<file path="config.mk">
export PLATFORM = sky130hd
export DESIGN_NAME = phv_cell
export DESIGN_NICKNAME = d
export VERILOG_FILES = /design/src/rtl/core/parzen_hac_variance_assert.svh /design/src/rtl/core/phv_pkg.sv /design/src/rtl/core/phv_cell.sv
export SDC_FILE = /design/constraint.sdc
export NUM_CORES = 2
export LEC_CHECK = 0
export ABC_AREA = 1
export BUFFER_PORTS_ARGS = -buffer_cell sky130_fd_sc_hd__buf_2
export CORE_UTILIZATION = 46
export CTS_BUF_LIST = sky130_fd_sc_hd__clkbuf_4
export CTS_CLUSTER_DIAMETER = 150
export DETAILED_ROUTE_END_ITERATION = 10
export SLEW_MARGIN = 40
export SYNTH_ARGS = -nofsm -noshare
export SYNTH_HDL_FRONTEND = slang
export SYNTH_SLANG_ARGS = --single-unit
</file>
<file path="constraint.sdc">
create_clock -name clk_i -period 14 [get_ports clk_i]
set_clock_uncertainty 0.15 [all_clocks]
set_input_delay 0.7 -clock clk_i [delete_from_list [all_inputs] [get_ports clk_i]]
set_output_delay 0.7 -clock clk_i [all_outputs]
set_load 0.03 [all_outputs]
</file>
<file path="src/rtl/core/parzen_hac_variance_assert.svh">
// assertion macros shared by the parzen hac variance rtl
`ifndef PARZEN_HAC_VARIANCE_ASSERT_SVH
`define PARZEN_HAC_VARIANCE_ASSERT_SVH

// same-cycle implication under the active-low reset
`define PHV_ASSERT_IMP(label, clk, rst_n, ante, cons, msg) \
  label: assert property (@(posedge clk) disable iff (!rst_n) (ante) |-> (cons)) \
    else $error(msg);

// next-cycle implication under the active-low reset
`define PHV_ASSERT_NXT(label, clk, rst_n, ante, cons, msg) \
  label: assert property (@(posedge clk) disable iff (!rst_n) (ante) |=> (cons)) \
    else $error(msg);

`endif

</file>
<file path="src/rtl/core/phv_pkg.sv">
`default_nettype none

package phv_pkg;

  // fixed field widths
  localparam int LAG_BITS   = 7;
  localparam int ACC_BITS   = 64;
  localparam int WORD_BITS  = 32;
  localparam int CNT_BITS   = 32;

  // weight computation widths (lag never exceeds 127)
  localparam int SQ_BITS    = 14;
  localparam int CUBE_BITS  = 21;
  localparam int NUM_BITS   = 22;
  localparam int WQ_BITS    = 31;
  localparam int DIV_STEPS  = 31;
  localparam int DIV_CNT_BITS = 5;
  localparam int FRAC_BITS  = 30;

  localparam logic [ACC_BITS-1:0] ACC_MAX = {1'b0, {(ACC_BITS-1){1'b1}}};
  localparam logic [ACC_BITS-1:0] ACC_MIN = {1'b1, {(ACC_BITS-1){1'b0}}};
  localparam logic [WQ_BITS-1:0]  WQ_ONE  = WQ_BITS'(1) << FRAC_BITS;

  // per-cell control
  typedef struct packed {
    logic load;   // new word shifts into the delay line, product formed
    logic add;    // product accumulates
    logic drain;  // accumulators move one cell toward the head
    logic clear;  // series restart
  } cell_ctl_t;

  typedef struct packed {
    logic [ACC_BITS-1:0] val;
    logic                ovf;
  } sat_res_t;

  typedef enum logic [3:0] {
    ST_RUN,
    ST_SETTLE,
    ST_CHECK,
    ST_WSTART,
    ST_WWAIT,
    ST_MUL,
    ST_TERM,
    ST_ACC,
    ST_DBL,
    ST_SUM,
    ST_DONE
  } top_state_e;

  typedef enum logic [2:0] {
    WS_IDLE,
    WS_SQ,
    WS_CUBE,
    WS_NUM,
    WS_DIV,
    WS_DONE
  } wgt_state_e;

  // signed 64-bit add that clamps to the int64 range
  function automatic sat_res_t sat_add(logic [ACC_BITS-1:0] a, logic [ACC_BITS-1:0] b);
    logic [ACC_BITS:0] sum;
    sat_res_t          res;
    sum = {a[ACC_BITS-1], a} + {b[ACC_BITS-1], b};
    if (sum[ACC_BITS] != sum[ACC_BITS-1]) begin
      res.ovf = 1'b1;
      res.val = sum[ACC_BITS] ? ACC_MIN : ACC_MAX;
    end else begin
      res.ovf = 1'b0;
      res.val = sum[ACC_BITS-1:0];
    end
    return res;
  endfunction

endpackage

`default_nettype wire

</file>
<file path="src/rtl/core/phv_cell.sv">
`default_nettype none

module phv_cell #(
  parameter int SAMPLE_BITS = 32
) (
  input  wire logic                          clk_i,
  input  wire logic                          rst_ni,
  input  wire phv_pkg::cell_ctl_t            ctl_i,
  input  wire logic signed [SAMPLE_BITS-1:0] x_i,
  input  wire logic signed [SAMPLE_BITS-1:0] dly_i,
  output logic signed [SAMPLE_BITS-1:0]      dly_o,
  input  wire logic [phv_pkg::ACC_BITS-1:0]  acc_i,
  output logic [phv_pkg::ACC_BITS-1:0]       acc_o,
  output logic                               ovf_o
);
  import phv_pkg::*;

  localparam int PROD_BITS = 2 * SAMPLE_BITS;

  logic signed [SAMPLE_BITS-1:0] dly_q;
  logic signed [PROD_BITS-1:0]   prod_q;
  logic [ACC_BITS-1:0]           acc_q;
  logic signed [ACC_BITS-1:0]    prod_ext;
  sat_res_t                      add_res;

  // product with the word held here, before the line shifts
  always_ff @(posedge clk_i) begin
    if (ctl_i.load) begin
      prod_q <= PROD_BITS'(x_i) * PROD_BITS'(dly_q);
    end
  end

  assign prod_ext = ACC_BITS'(prod_q);
  assign add_res  = sat_add(acc_q, prod_ext);

  // delay tap and lag accumulator
  always_ff @(posedge clk_i or negedge rst_ni) begin
    if (!rst_ni) begin
      dly_q <= '0;
      acc_q <= '0;
    end else if (ctl_i.clear) begin
      dly_q <= '0;
      acc_q <= '0;
    end else begin
      if (ctl_i.load) begin
        dly_q <= dly_i;
      end
      if (ctl_i.drain) begin
        acc_q <= acc_i;
      end else if (ctl_i.add) begin
        acc_q <= add_res.val;
      end
    end
  end

  assign dly_o = dly_q;
  assign acc_o = acc_q;
  assign ovf_o = ctl_i.add & add_res.ovf;

endmodule

`default_nettype wire

</file>
# After elaboration in Yosys (flattened, before gate mapping)
# Cells that the tools add are included.
[word_totals]
word_cells = 16
out_inout_bits = 97
input_bits = 134
reg_bits = 160
[op_classes]
n_mul = 1
n_reduce_logical = 2
addsub = 1
bitwise = 1
mux = 7
n_eq_ne = 1
[op_table]
columns = ["cell", "count"]
rows = [
  ["$mux 64", 4],
  ["$add 64x64->65", 1],
  ["$mux 65", 1],
  ["$mul 32x32->64", 1],
  ["$mux 32", 2],
  ["$reduce_bool 3->1", 1],
  ["$reduce_bool 2->1", 1],
  ["$and 1x1->1", 1],
  ["$ne 1x1->1", 1],
]

# Logic depth before layout (Yosys ltp)
[depth]
word_depth = 6
ltp_mapped = 33
depth_no_buf = 31

# Worst setup path before layout
# OpenSTA, ideal clock, no wires.
[synth_timing]
path_kind = "input -> register"
startpoint = "input x_i[31]"
endpoint = "register prod_q[60], in the netlist prod_ext[60], data pin"
setup_ns = 0.252
n_path_buf = 1
path_slack_ns = 6.165
cell_stages = 26
arrival_ns = 7.433
required_time_ns = 13.598
path_cell_list = "clkbuf_1 > nand2_1 > inv_1 > fa_1 > inv_1 > fa_1 > inv_1 > fa_1 > fa_1 > inv_1 > fa_1 > inv_1 > fa_1 > inv_1 > fa_1 > inv_1 > fa_1 > ha_1 > a21oi_1 > inv_1 > a31oi_1 > o21ai_0 > a221oi_1 > nand2_1 > nand2_1 > nand2_1"
[synth_between]
elab_chain_len = 1
[synth_lines]
columns = ["element", "line_no", "source"]
rows = [
  ["start: declaration", "phv_cell.sv:9", "input wire logic signed [SAMPLE_BITS-1:0] x_i,"],
  ["$mul 32x32->64", "phv_cell.sv:29", "prod_q <= PROD_BITS'(x_i) * PROD_BITS'(dly_q);"],
  ["end signal: assignment", "phv_cell.sv:29", ""],
  ["end: declaration", "phv_cell.sv:21", "logic signed [PROD_BITS-1:0] prod_q;"],
]
# No other way between the ends.
# A chain may end at the register's enable or synchronous reset.

# Worst setup path after layout
[layout_timing]
startpoint = "register dly_q[7], in the netlist dly_o[7]"
endpoint = "register prod_q[54], in the netlist prod_ext[54], data pin"
[layout_between]
elab_chain_len = 1
[layout_lines]
columns = ["element", "line_no", "source"]
rows = [
  ["start: declaration", "phv_cell.sv:20", "logic signed [SAMPLE_BITS-1:0] dly_q;"],
  ["start signal: assignment", "phv_cell.sv:46", "dly_q <= dly_i;"],
  ["$mul 32x32->64", "phv_cell.sv:29", ""],
]
# No other way between the ends.

==> results.md <==
- Slew @ Worst Pin: around 0.89 ns
- CP peak stage delay: 0.90 ns
- Pins over their slew limit: 0
- FMAX: about 110 MHz
- Async SR Flop Fraction: 0.600
- Fin. Hold Viols: 0
- Initial antenna violation count: 6
- TritonCTS clock tree: yes
- R2R setup slack: between 5 and 6 ns
- Vias: 40200
- Clk_lat worst skew: 0.85 ns
- CTS Buf Count: 17
- DIE AREA: between 100000 and 150000 sq um
- CTS root buf: clkbuf_4
- Nets: 8075
- Worst-path fanout max: 18
- Worst hold-check path type: input port to flip-flop
- First-pass GRT wire length: 246000 um
- Synthesized area per cell: 7.61 sq um
- Max clock buf depth: 2
- Yosys cell types: 44
- Final setup TNS: 0 ns
- Filler Cell Count: ~11000
- Wire per inst: 19.5 um
- Vias in the first global route: 43400
- GRT overflow: 0
- CTS sink cnt: 160
- Synth Register Bits: 160
- Post-synth top area cell: fa_1
- Gpl congestion: 0.955
- Netlist Area Pre-Place: about 50000 sq um
- Synth Flop Type: dfrtp_1
- Final Cycle Share: 0.624
- Fraction of layout cells with a size suffix above 1: 0.0545
- Share of the synthesized area in the top cell type: 0.436
- CTS H-tree lvls: 4
- Rows: 120
- Clock-pin slew on the worst setup and hold paths: 0.24 ns
- Initial core utilization: 0.465
- Final min period: 8.74 ns
- Resize count post-CTS: 0
- Count leader, synth: inv_1
- Setup violators final: 0
- Rel. slew slack: 0.408
- Status: finished clean
- Post-DP HPWL: 130000 um
- Syn Inst Count: 6536
- Synth top cells by count: 1878 x inv_1, 1849 x nand2_1, 1083 x fa_1, 362 x nor2_1, 248 x ha_1
- Setup bufs post-CTS: 0
- DR DRC count: 0
- Area of the multi-input gates: 37300 sq um
- Worst EP arrival: 9.12 ns
- CP Capture Type: flip-flop
- Io pins: 231
- First DRT Iteration DRCs: 2463
- Chip Width: 331 um
- Antenna Violating Nets Remaining: 0
- Slowest CP cell: fa_1
- Largest net degree at the start of global routing: 65
- GRT Overall Usage: 0.298
- Largest cells by area after synthesis: fa_1 44%, inv_1 14%, nand2_1 14%
- # port buffers: 230
- Die Height: 331 um
- CP required: between 10 and 15 ns
- Max-cap viol count: 0
- Synth Net Count: 8001
- Core Region: 107000 sq um
- Sequential share of the synthesized area: 0.0869
- Via-per-instance ratio: around 5.0
- WL final: roughly 160000 um
- Startpoint types: flip-flop
- Synth-to-Final Area Change: 6.10%
- EDFF count, synth: 64
- RSZ-0062 raised after global routing: false
- DRT Pass-1 Iters: 5
- CP Class: flip-flop to flip-flop
- Storage cell area: ~4300 sq um
- YS warnings: 0
==> layout make-up <==
cell class	count	share of cell area
diodes	5	0.000237
clock buffers	19	0.00270
clock inverters	13	0.00275
inverters	1886	0.134
multi-input cells	4226	0.707
flip-flops and latches	160	0.0820
well taps	1403	0.0333
repair buffers	319	0.0380
==> worst paths after layout <==
| path | startpoint | endpoint | cells past startpoint |
|---|---|---|---|
| max in group asynchronous | rst_ni | dly_o[24] | 3 |
| setup / recovery | dly_o[7] | prod_ext[54] | 25 |
| hold / removal | acc_i[56] | acc_o[56] | 7 |
| min in group asynchronous | rst_ni | acc_o[9] | 2 |
| setup reg to reg | dly_o[7] | prod_ext[54] | 25 |
| hold reg to reg | acc_o[0] | acc_o[0] | 2 |
==> through the flow <==
stage / cells / utilization / instance area, sq um / setup slack, ns / hold slack (ns)
finish: 8031 / 0.493 / 52800 / 5.26 / 0.111
global route: 8031 / 0.493 / 52800 / 4.69 / 0.0744
CTS: 8024 / 0.492 / 52700 / 5.26 / 0.0403
detailed placement: 7957 / 0.486 / 52000 / 4.88 / 0.365
global placement: 7955 / 0.486 / 52000 / 4.79 / 0.358
floorplan: 6536 / - / 49700 / 6.17 / 0.254
==> timing repair <==
item / CTS / global route
hold buffers: 35 / 0
endpoints found under the hold margin: 69 / 0
setup endpoints to repair: 0 / 0
==> sequential cells by signal, summed over array words and instances (netlist names) <==
register  flops
dly_o        32
acc_o        64
prod_ext     64
==> cells by family after synthesis <==
logic type,after synthesis,synth area share
AND/OR/NAND/NOR,2440,0.193
XOR/XNOR,108,0.0190
flip-flops,160,0.0869
buffers and inverters,2150,0.164
adder cells (fa/ha/maj),1331,0.498
AO/OA/AOI/OAI,347,0.0390
==> per-layer routing <==
metal,track usage,vias to the layer above,wire length [um]
met5,0,-,12
met1,0.399,20300,68600
met3,0.0380,205,8060
met2,0.506,1092,75200
met4,0.0871,2,4520
li1,-,18700,-
==> placed cells by master (no fill, tap or decap), drive strengths merged, types with 2 or more instances in the layout <==
cell type,instances
o21bai,35
nand4,21
o21ai,109
buf,284
a21oi,152
xor2,54
clkbuf,19
a221oi,4
nand2,1855
inv,1895
xnor2,54
dlygate4sd3,35
nor4,11
nand3,119
nor2,372
a31oi,18
a21o,10
and3,9
and2,2
nand3b,15
fa,1083
o211ai,3
edfxtp,64
ha,248
or2,11
a21boi,8
o21a,4
clkinv,2
nor3,25
dfrtp,96
diode,5
==> critical path: cells and delay by family (launching register included) <==
kind | cells | cell delay, ns
adders and majority gates | 9 | 4.73
buffers and inverters | 9 | 1.45
DFF | 1 | 0.88
and+or+nand+nor | 5 | 0.70
AOI/OAI and AO/OA | 1 | 0.36
xor gates and xnor gates | 1 | 0.11
Power is not shown: default switching activity piles up to over one toggle a cycle in this logic, so the estimate is an artifact.
