[config.mk]
export PLATFORM = sky130hd
export DESIGN_NAME = phv_weight
export DESIGN_NICKNAME = d
export VERILOG_FILES = /design/src/rtl/core/parzen_hac_variance_assert.svh /design/src/rtl/core/phv_pkg.sv /design/src/rtl/core/phv_weight.sv
export SDC_FILE = /design/constraint.sdc
export NUM_CORES = 1
export LEC_CHECK = 0
export BUFFER_PORTS_ARGS = -buffer_cell sky130_fd_sc_hd__buf_2
export CELL_PAD_IN_SITES_DETAIL_PLACEMENT = 1
export CELL_PAD_IN_SITES_GLOBAL_PLACEMENT = 1
export CORE_UTILIZATION = 40
export DETAILED_ROUTE_END_ITERATION = 10
export PLACE_DENSITY_LB_ADDON = 0.1
export SYNTH_ARGS = -nofsm -noshare
export SYNTH_HDL_FRONTEND = slang
export SYNTH_SLANG_ARGS = --single-unit
[constraint.sdc]
create_clock -name clk_i -period 10.1 [get_ports clk_i]
set_input_delay 1.01 -clock clk_i [delete_from_list [all_inputs] [get_ports clk_i]]
set_output_delay 1.01 -clock clk_i [all_outputs]
set_load 0.02 [all_outputs]
[src/rtl/core/parzen_hac_variance_assert.svh]
// assertion macros shared by the parzen hac variance rtl
`ifndef PARZEN_HAC_VARIANCE_ASSERT_SVH
`define PARZEN_HAC_VARIANCE_ASSERT_SVH

// same-cycle implication under the active-low reset
`define PHV_ASSERT_IMP(label, clk, rst_n, ante, cons, msg) \
  label: assert property (@(posedge clk) disable iff (!rst_n) (ante) |-> (cons)) \
    else $error(msg);

// next-cycle implication under the active-low reset
`define PHV_ASSERT_NXT(label, clk, rst_n, ante, cons, msg) \
  label: assert property (@(posedge clk) disable iff (!rst_n) (ante) |=> (cons)) \
    else $error(msg);

`endif

[src/rtl/core/phv_pkg.sv]
`default_nettype none

package phv_pkg;

  // fixed field widths
  localparam int LAG_BITS   = 7;
  localparam int ACC_BITS   = 64;
  localparam int WORD_BITS  = 32;
  localparam int CNT_BITS   = 32;

  // weight computation widths (lag never exceeds 127)
  localparam int SQ_BITS    = 14;
  localparam int CUBE_BITS  = 21;
  localparam int NUM_BITS   = 22;
  localparam int WQ_BITS    = 31;
  localparam int DIV_STEPS  = 31;
  localparam int DIV_CNT_BITS = 5;
  localparam int FRAC_BITS  = 30;

  localparam logic [ACC_BITS-1:0] ACC_MAX = {1'b0, {(ACC_BITS-1){1'b1}}};
  localparam logic [ACC_BITS-1:0] ACC_MIN = {1'b1, {(ACC_BITS-1){1'b0}}};
  localparam logic [WQ_BITS-1:0]  WQ_ONE  = WQ_BITS'(1) << FRAC_BITS;

  // per-cell control
  typedef struct packed {
    logic load;   // new word shifts into the delay line, product formed
    logic add;    // product accumulates
    logic drain;  // accumulators move one cell toward the head
    logic clear;  // series restart
  } cell_ctl_t;

  typedef struct packed {
    logic [ACC_BITS-1:0] val;
    logic                ovf;
  } sat_res_t;

  typedef enum logic [3:0] {
    ST_RUN,
    ST_SETTLE,
    ST_CHECK,
    ST_WSTART,
    ST_WWAIT,
    ST_MUL,
    ST_TERM,
    ST_ACC,
    ST_DBL,
    ST_SUM,
    ST_DONE
  } top_state_e;

  typedef enum logic [2:0] {
    WS_IDLE,
    WS_SQ,
    WS_CUBE,
    WS_NUM,
    WS_DIV,
    WS_DONE
  } wgt_state_e;

  // signed 64-bit add that clamps to the int64 range
  function automatic sat_res_t sat_add(logic [ACC_BITS-1:0] a, logic [ACC_BITS-1:0] b);
    logic [ACC_BITS:0] sum;
    sat_res_t          res;
    sum = {a[ACC_BITS-1], a} + {b[ACC_BITS-1], b};
    if (sum[ACC_BITS] != sum[ACC_BITS-1]) begin
      res.ovf = 1'b1;
      res.val = sum[ACC_BITS] ? ACC_MIN : ACC_MAX;
    end else begin
      res.ovf = 1'b0;
      res.val = sum[ACC_BITS-1:0];
    end
    return res;
  endfunction

endpackage

`default_nettype wire

[src/rtl/core/phv_weight.sv]
`default_nettype none

module phv_weight (
  input  wire logic                         clk_i,
  input  wire logic                         rst_ni,
  input  wire logic                         start_i,
  input  wire logic [phv_pkg::LAG_BITS-1:0] lag_i,
  input  wire logic [phv_pkg::LAG_BITS-1:0] k_i,
  output logic                              done_o,
  output logic [phv_pkg::WQ_BITS-1:0]       wq_o
);
  import phv_pkg::*;

  localparam int DIVIDEND_BITS = NUM_BITS + FRAC_BITS;

  wgt_state_e state_q, state_d;

  logic [LAG_BITS-1:0]     lag_q;
  logic [LAG_BITS-1:0]     base_q;
  logic                    upper_q;
  logic [SQ_BITS-1:0]      sq_q;
  logic [SQ_BITS-1:0]      l2_q;
  logic [CUBE_BITS-1:0]    cube_q;
  logic [CUBE_BITS-1:0]    ksql_q;
  logic [CUBE_BITS-1:0]    l3_q;
  logic [CUBE_BITS-1:0]    rem_q;
  logic [WQ_BITS-1:0]      nlow_q;
  logic [WQ_BITS-1:0]      quo_q;
  logic [DIV_CNT_BITS-1:0] cnt_q;

  logic [NUM_BITS+2:0]      num_full;
  logic [NUM_BITS-1:0]      num_w;
  logic [DIVIDEND_BITS-1:0] dividend;
  logic [CUBE_BITS:0]       rem_shift;
  logic                     rem_ge;
  logic                     upper_w;

  // lower half uses k, upper half uses L - k
  assign upper_w = k_i > (lag_i >> 1);

  // next state
  always_comb begin
    state_d = state_q;
    case (state_q)
      WS_IDLE: if (start_i) state_d = WS_SQ;
      WS_SQ:   state_d = WS_CUBE;
      WS_CUBE: state_d = WS_NUM;
      WS_NUM:  state_d = WS_DIV;
      WS_DIV:  if (cnt_q == DIV_CNT_BITS'(DIV_STEPS - 1)) state_d = WS_DONE;
      WS_DONE: state_d = WS_IDLE;
      default: state_d = WS_IDLE;
    endcase
  end

  // outputs
  always_comb begin
    done_o = 1'b0;
    case (state_q)
      WS_DONE: done_o = 1'b1;
      default: done_o = 1'b0;
    endcase
  end

  always_ff @(posedge clk_i or negedge rst_ni) begin
    if (!rst_ni) begin
      state_q <= WS_IDLE;
    end else begin
      state_q <= state_d;
    end
  end

  // kernel numerator: L^3 - 6k^2 L + 6k^3 or 2(L-k)^3
  assign num_full = (NUM_BITS+3)'(l3_q) + (NUM_BITS+3)'(cube_q) * (NUM_BITS+3)'(6)
                  - (NUM_BITS+3)'(ksql_q) * (NUM_BITS+3)'(6);
  assign num_w    = upper_q ? {cube_q, 1'b0} : num_full[NUM_BITS-1:0];
  assign dividend = {num_w, {FRAC_BITS{1'b0}}} + DIVIDEND_BITS'(l3_q >> 1);

  // restoring division step
  assign rem_shift = {rem_q, nlow_q[WQ_BITS-1]};
  assign rem_ge    = rem_shift >= {1'b0, l3_q};

  always_ff @(posedge clk_i) begin
    case (state_q)
      WS_IDLE: begin
        if (start_i) begin
          lag_q   <= lag_i;
          upper_q <= upper_w;
          base_q  <= upper_w ? (lag_i - k_i) : k_i;
        end
      end
      WS_SQ: begin
        sq_q <= SQ_BITS'(base_q) * SQ_BITS'(base_q);
        l2_q <= SQ_BITS'(lag_q) * SQ_BITS'(lag_q);
      end
      WS_CUBE: begin
        cube_q <= CUBE_BITS'(sq_q) * CUBE_BITS'(base_q);
        ksql_q <= CUBE_BITS'(sq_q) * CUBE_BITS'(lag_q);
        l3_q   <= CUBE_BITS'(l2_q) * CUBE_BITS'(lag_q);
      end
      WS_NUM: begin
        rem_q  <= dividend[DIVIDEND_BITS-1:WQ_BITS];
        nlow_q <= dividend[WQ_BITS-1:0];
        quo_q  <= '0;
        cnt_q  <= '0;
      end
      WS_DIV: begin
        rem_q  <= rem_ge ? CUBE_BITS'(rem_shift - {1'b0, l3_q}) : CUBE_BITS'(rem_shift);
        nlow_q <= {nlow_q[WQ_BITS-2:0], 1'b0};
        quo_q  <= {quo_q[WQ_BITS-2:0], rem_ge};
        cnt_q  <= cnt_q + DIV_CNT_BITS'(1);
      end
      default: begin
      end
    endcase
  end

  assign wq_o = quo_q;

endmodule

`default_nettype wire
# Word level (Yosys, flattened, before mapping)
# Cells that the tools add are included.
totals:
  input_bits: 17
  ff_bits: 197
  output_inout_bits: 32
  word_cells: 51
op_classes:
  mul: 7
  eq_ne: 8
  n_reduce_logical: 4
  add_sub_neg: 6
  n_mux: 11
  order_cmp: 2
op_table:
  columns: ["op", "count"]
  rows:
  - ["$pmux W31 S2", 2]
  - ["$mul A14 B7 Y21", 3]
  - ["$add A52 B20 Y52", 1]
  - ["$mul A21 B2 Y21 const B", 2]
  - ["$pmux W21 S2", 1]
  - ["$mul A7 B7 Y14", 2]
  - ["$add A21 B22 Y22", 1]
  - ["$ge A22 B21 Y1", 1]
  - ["$mux W22", 1]
  - ["$sub A22 B22 Y22", 1]
  - ["$mux W21", 1]
  - ["$sub A21 B21 Y21", 1]
  - ["$pmux W3 S5", 1]
  - ["$pmux W5 S2", 1]
  - ["$gt A7 B6 Y1", 1]
  - ["$mux W7", 1]
  - ["$sub A7 B7 Y7", 1]
  - ["$eq A3 B2 Y1 const B", 2]
  - ["$eq A3 B3 Y1 const B", 2]
  - ["$mux W3", 2]
  - ["$add A5 B1 Y5 const B", 1]
  - ["$eq A5 B5 Y1 const B", 1]
  - ["$ne A2 B2 Y1 const B", 2]
  - ["$reduce_and A2 Y1", 2]
  - ["4 further kinds", 4]

# Longest topological paths before layout
depth:
  word_depth: 6
  ltp_mapped: 24
  mapped_depth_nobuf: 24

# Least setup slack after synthesis
# No wires, ideal clock.
synth_path:
  path_kind: "flip-flop to flip-flop"
  startpoint: "register state_q[1]"
  endpoint: "register cnt_q[0] (enable)"
  path_slack_ps: 2610
  stages_incl_launch_ff: 4
  arrival_time_ps: 6834
  n_path_buf: 1
  required_ps: 9444
  setup_ps: 656
  period_less_slack_ps: 7490
  cell_sequence: "dfrtp_1 clkbuf_1 nand2_1 o21ai_0"
synth_via:
  elab_chain_cells: 2
synth_rtl:
  columns: ["element", "line", "rtl"]
  rows:
  - ["start, declared", "phv_weight.sv:16", "wgt_state_e state_q, state_d;"]
  - ["start signal, assigned", "phv_weight.sv:68", "state_q <= state_d;"]
  - ["$eq A3 B3 Y1 / $eq A3 B2 Y1 (equally long branches)", "phv_weight.sv:83", "case (state_q)"]
  - ["$reduce_bool A2 Y1 (no source line) *", null, null]
  - ["end signal, assigned", "phv_weight.sv:110", "cnt_q <= cnt_q + DIV_CNT_BITS'(1);"]
  - ["end, declared", "phv_weight.sv:29", "logic [DIV_CNT_BITS-1:0] cnt_q;"]
# Mark *: on every way between the ends. The rest lies on a longest branch, timed or not.
# A chain may end at the register's enable or synchronous reset.

# Worst setup path in the final report
layout_path:
  startpoint: "register lag_q[1]"
  endpoint: "register l3_q[17], data pin"
layout_via:
  elab_chain_cells: 1
layout_rtl:
  columns: ["element", "line", "rtl"]
  rows:
  - ["start, declared", "phv_weight.sv:18", "logic [LAG_BITS-1:0] lag_q;"]
  - ["start signal, assigned", "phv_weight.sv:86", "lag_q <= lag_i;"]
  - ["$mul A14 B7 Y21", "phv_weight.sv:98", "l3_q <= CUBE_BITS'(l2_q) * CUBE_BITS'(lag_q);"]
  - ["end signal, assigned", "phv_weight.sv:98", null]
  - ["end, declared", "phv_weight.sv:25", "logic [CUBE_BITS-1:0] l3_q;"]
# No other way between the ends.

==> impl_metrics.json <==
{
  "multi_input_comb_area_mm2": 0.0151,
  "destination_of_the_worst_register_to_register_timing_path": "l3_q[17]",
  "synth-main-ff-cell": "sky130_fd_sc_hd__edfxtp_1",
  "die-width_um": 238,
  "required_ns": 10.36,
  "htree_num_levels": 4,
  "achievable-frequency_mhz": 179,
  "num_vias": 15400,
  "placementRows": 86,
  "area.growth.synth_to_final_pct": 7.75,
  "detailed_router_s_first_iteration_violation_count": 513,
  "worstReg2RegStart": "lag_q[1]",
  "yosys_register_bits": 195,
  "tns_ns": 0,
  "antenna_cells": 0,
  "tritoncts": "yes",
  "timing.critical_path.to_type": "flip-flop",
  "final_layout_size_suffix_gt1_share_pct": 5.31,
  "fin_cells": 3044,
  "initial_core_util_pct": 40.5,
  "synth.area.mux_share_pct": 0.817,
  "grt_pass1_vias": 16900,
  "synthesis.yosys.warnings": 0,
  "netlist_top_cells_count": "sky130_fd_sc_hd__inv_1, sky130_fd_sc_hd__and2_1, sky130_fd_sc_hd__ha_1",
  "core_mm2": 0.0552,
  "run_status": "completed",
  "gp_congestion": 0.818,
  "synth_top_family_by_area": "adder cells",
  "placement.io_buffers": 48,
  "cp-start-kind": "flip-flop",
  "globalRouteTotalUtil_pct": 20.1,
  "cts-resized-gates": 0,
  "cts-hold-fix-buffers": 0,
  "clkLatencyLatePin_ns": 0.51,
  "synth_simple_gate_area_share_pct": 14.9,
  "fillers": 6221,
  "critical_path_class": "flip-flop to flip-flop",
  "number_of_failing_setup_endpoints_in_the_final_timing_report": 0,
  "tightest_slew_ns": 0.875,
  "synth_most_common_cell": "sky130_fd_sc_hd__inv_1",
  "synth_compound_gate_area_share_pct": 11.1,
  "synth_seq_area_share_pct": 26.1,
  "worst_r2r_path_depth": 19,
  "setup_slack_of_the_worst_register_to_register_path_ns": 4.51,
  "critical_path.endpoint": "l3_q[17]",
  "synth_area_per_cell_um2": 9.87,
  "clk_pin_slew_ns": 0.09,
  "antenna_violating_nets_post_route": 0,
  "die_outline_height_um": 238,
  "tritoncts_buffers": 17,
  "synthDistinctLibCells": 72,
  "final_cell_utilization_of_the_core_pct": 43.6,
  "count_of_boundary_i_o_pins": 49,
  "max-slew-margin-rel_pct": 41.4,
  "global_route_wire_length_before_repair_um": 89400,
  "skew_ns": 0.0240,
  "unrepaired_setup_endpoints_after_global_routing": "false",
  "design.die.area_mm2": 0.0568,
  "drc": 0,
  "ys_async_sr_fraction_pct": 1.54,
  "dp.cells": 3012,
  "cts_setup_buffers": 0,
  "synth_top_area_share_pct": 25.8,
  "netlist_top_cells_area": "sky130_fd_sc_hd__edfxtp_1, sky130_fd_sc_hd__fa_1, sky130_fd_sc_hd__ha_1",
  "drv.max_cap_violation_count": 0,
  "path_max_fanout": 20,
  "holdWs_ns": 0.295,
  "worst_setup_path_startpoint": "lag_q[1]",
  "fin_nets": 2777,
  "cp.arrival_ns": 5.85,
  "synth_xor_area_share_pct": 6.21,
  "cts_max_path_buffers": 2,
  "drt_first_pass_iters": 4,
  "post_drt_wl_per_cell_um": 17.8,
  "layout_min_cycle_time_ns": 5.59,
  "clock-sinks": 195,
  "yosys.area_share.adder_pct": 34.2,
  "synth_edf_count": 192,
  "cts_root_buffer": "sky130_fd_sc_hd__clkbuf_16",
  "avgViaCountPerCell": 5.05,
  "worstHoldPathType": "input pin to async pin",
  "synth_cells": 2265,
  "layout_worst_path_cycle_share_pct": 55.4,
  "netlist_area_mm2": 0.0224,
  "detailedPlacementHpwl_um": 43100,
  "grt_start_max_net_pins": 64,
  "synth_largest_area_cell": "sky130_fd_sc_hd__edfxtp_1",
  "register_area_mm2": 0.00584,
  "grt_antenna_before_repair": 0,
  "final-hold-violation-count": 0,
  "grt_remaining_overflow": 0,
  "wl_um": 54100,
  "final_max_slew_viol_count": 0
}
[sequential cells by signal (all words and copies together), names as in the netlist]
signal and cells:
rem_q 21, l2_q 13, cube_q 21, base_q 7, nlow_q 31, wq_o 31
state_q 3, cnt_q 5, upper_q 1, lag_q 7, ksql_q 21, sq_q 13
l3_q 21
[how the worst min path moves through the flow]
stage	startpoint	end	slack, ns	cells past startpoint
after floorplan	lag_q[0]	l2_q[0]	0.45	0
after global placement	nlow_q[23]	nlow_q[24]	0.50	1
after detailed placement	nlow_q[26]	nlow_q[27]	0.51	1
after CTS	rst_ni	state_q[0]	0.24	1
after global routing	rst_ni	state_q[1]	0.27	1
final	rst_ni	state_q[1]	0.30	1
[placed cells by master, fill, tap and decap left out, types with 19 or more instances in the layout]
cell type / n
sky130_fd_sc_hd__inv_1: 316
sky130_fd_sc_hd__and2_1: 255
sky130_fd_sc_hd__ha_1: 253
sky130_fd_sc_hd__fa_1: 224
sky130_fd_sc_hd__edfxtp_1: 192
sky130_fd_sc_hd__nand2_1: 188
sky130_fd_sc_hd__a21oi_1: 110
sky130_fd_sc_hd__xnor2_1: 107
sky130_fd_sc_hd__nor2_1: 78
sky130_fd_sc_hd__a21o_1: 57
sky130_fd_sc_hd__xor2_1: 49
sky130_fd_sc_hd__buf_2: 48
sky130_fd_sc_hd__o21ai_0: 41
sky130_fd_sc_hd__o21ai_1: 40
sky130_fd_sc_hd__o21bai_1: 26
sky130_fd_sc_hd__nor2b_1: 25
sky130_fd_sc_hd__nand3_1: 19
[worst max-delay path: stages, from the launching register on]
cell and delay, ns:
sky130_fd_sc_hd__edfxtp_1 0.70, sky130_fd_sc_hd__buf_4 0.33, sky130_fd_sc_hd__and2_1 0.17, sky130_fd_sc_hd__fa_1 0.54
sky130_fd_sc_hd__inv_1 0.06, sky130_fd_sc_hd__fa_1 0.53, sky130_fd_sc_hd__inv_1 0.05, sky130_fd_sc_hd__fa_1 0.47
sky130_fd_sc_hd__inv_1 0.05, sky130_fd_sc_hd__fa_1 0.47, sky130_fd_sc_hd__inv_1 0.04, sky130_fd_sc_hd__ha_1 0.31
sky130_fd_sc_hd__a21oi_1 0.26, sky130_fd_sc_hd__nor2b_1 0.08, sky130_fd_sc_hd__o21a_1 0.19, sky130_fd_sc_hd__o22a_1 0.23
sky130_fd_sc_hd__a211oi_1 0.42, sky130_fd_sc_hd__o21bai_1 0.11, sky130_fd_sc_hd__a21o_1 0.20, sky130_fd_sc_hd__xor2_1 0.13
[metal layers]
metal | GRT usage (%) | part of all wire (%)
met5 | 0 | 0
met2 | 34.7 | 49
met4 | 5.67 | 1.7
met3 | 2.55 | 1.7
met1 | 26.3 | 47
[metrics by stage]
| stage | instance area [µm²] | worst slack, ns |
|---|---|---|
| floorplan | 22400 | 2.61 |
| global placement | 23400 | 4.62 |
| detailed placement | 23400 | 4.49 |
| CTS | 24100 | 4.47 |
| global route | 24100 | 4.15 |
| finish | 24100 | 4.51 |
[cells by family after synthesis]
kind of cell / Yosys count
other: 2
muxes: 18
buffers and inverters: 393
DFF: 195
and+or+nand+nor: 640
AOI/OAI and AO/OA: 383
xor gates and xnor gates: 157
adders and majority gates: 477
[cell type report]
cell class / instances / area share, %
multi-input cells: 1688 / 62.7
flip-flops and latches: 195 / 24.3
inverters: 316 / 4.92
well taps: 748 / 3.89
clock buffers: 17 / 1.77
repair buffers: 65 / 1.53
clock inverters: 15 / 0.961
Power is not shown: default switching activity piles up to over one toggle a cycle in this logic, so the estimate is an artifact.
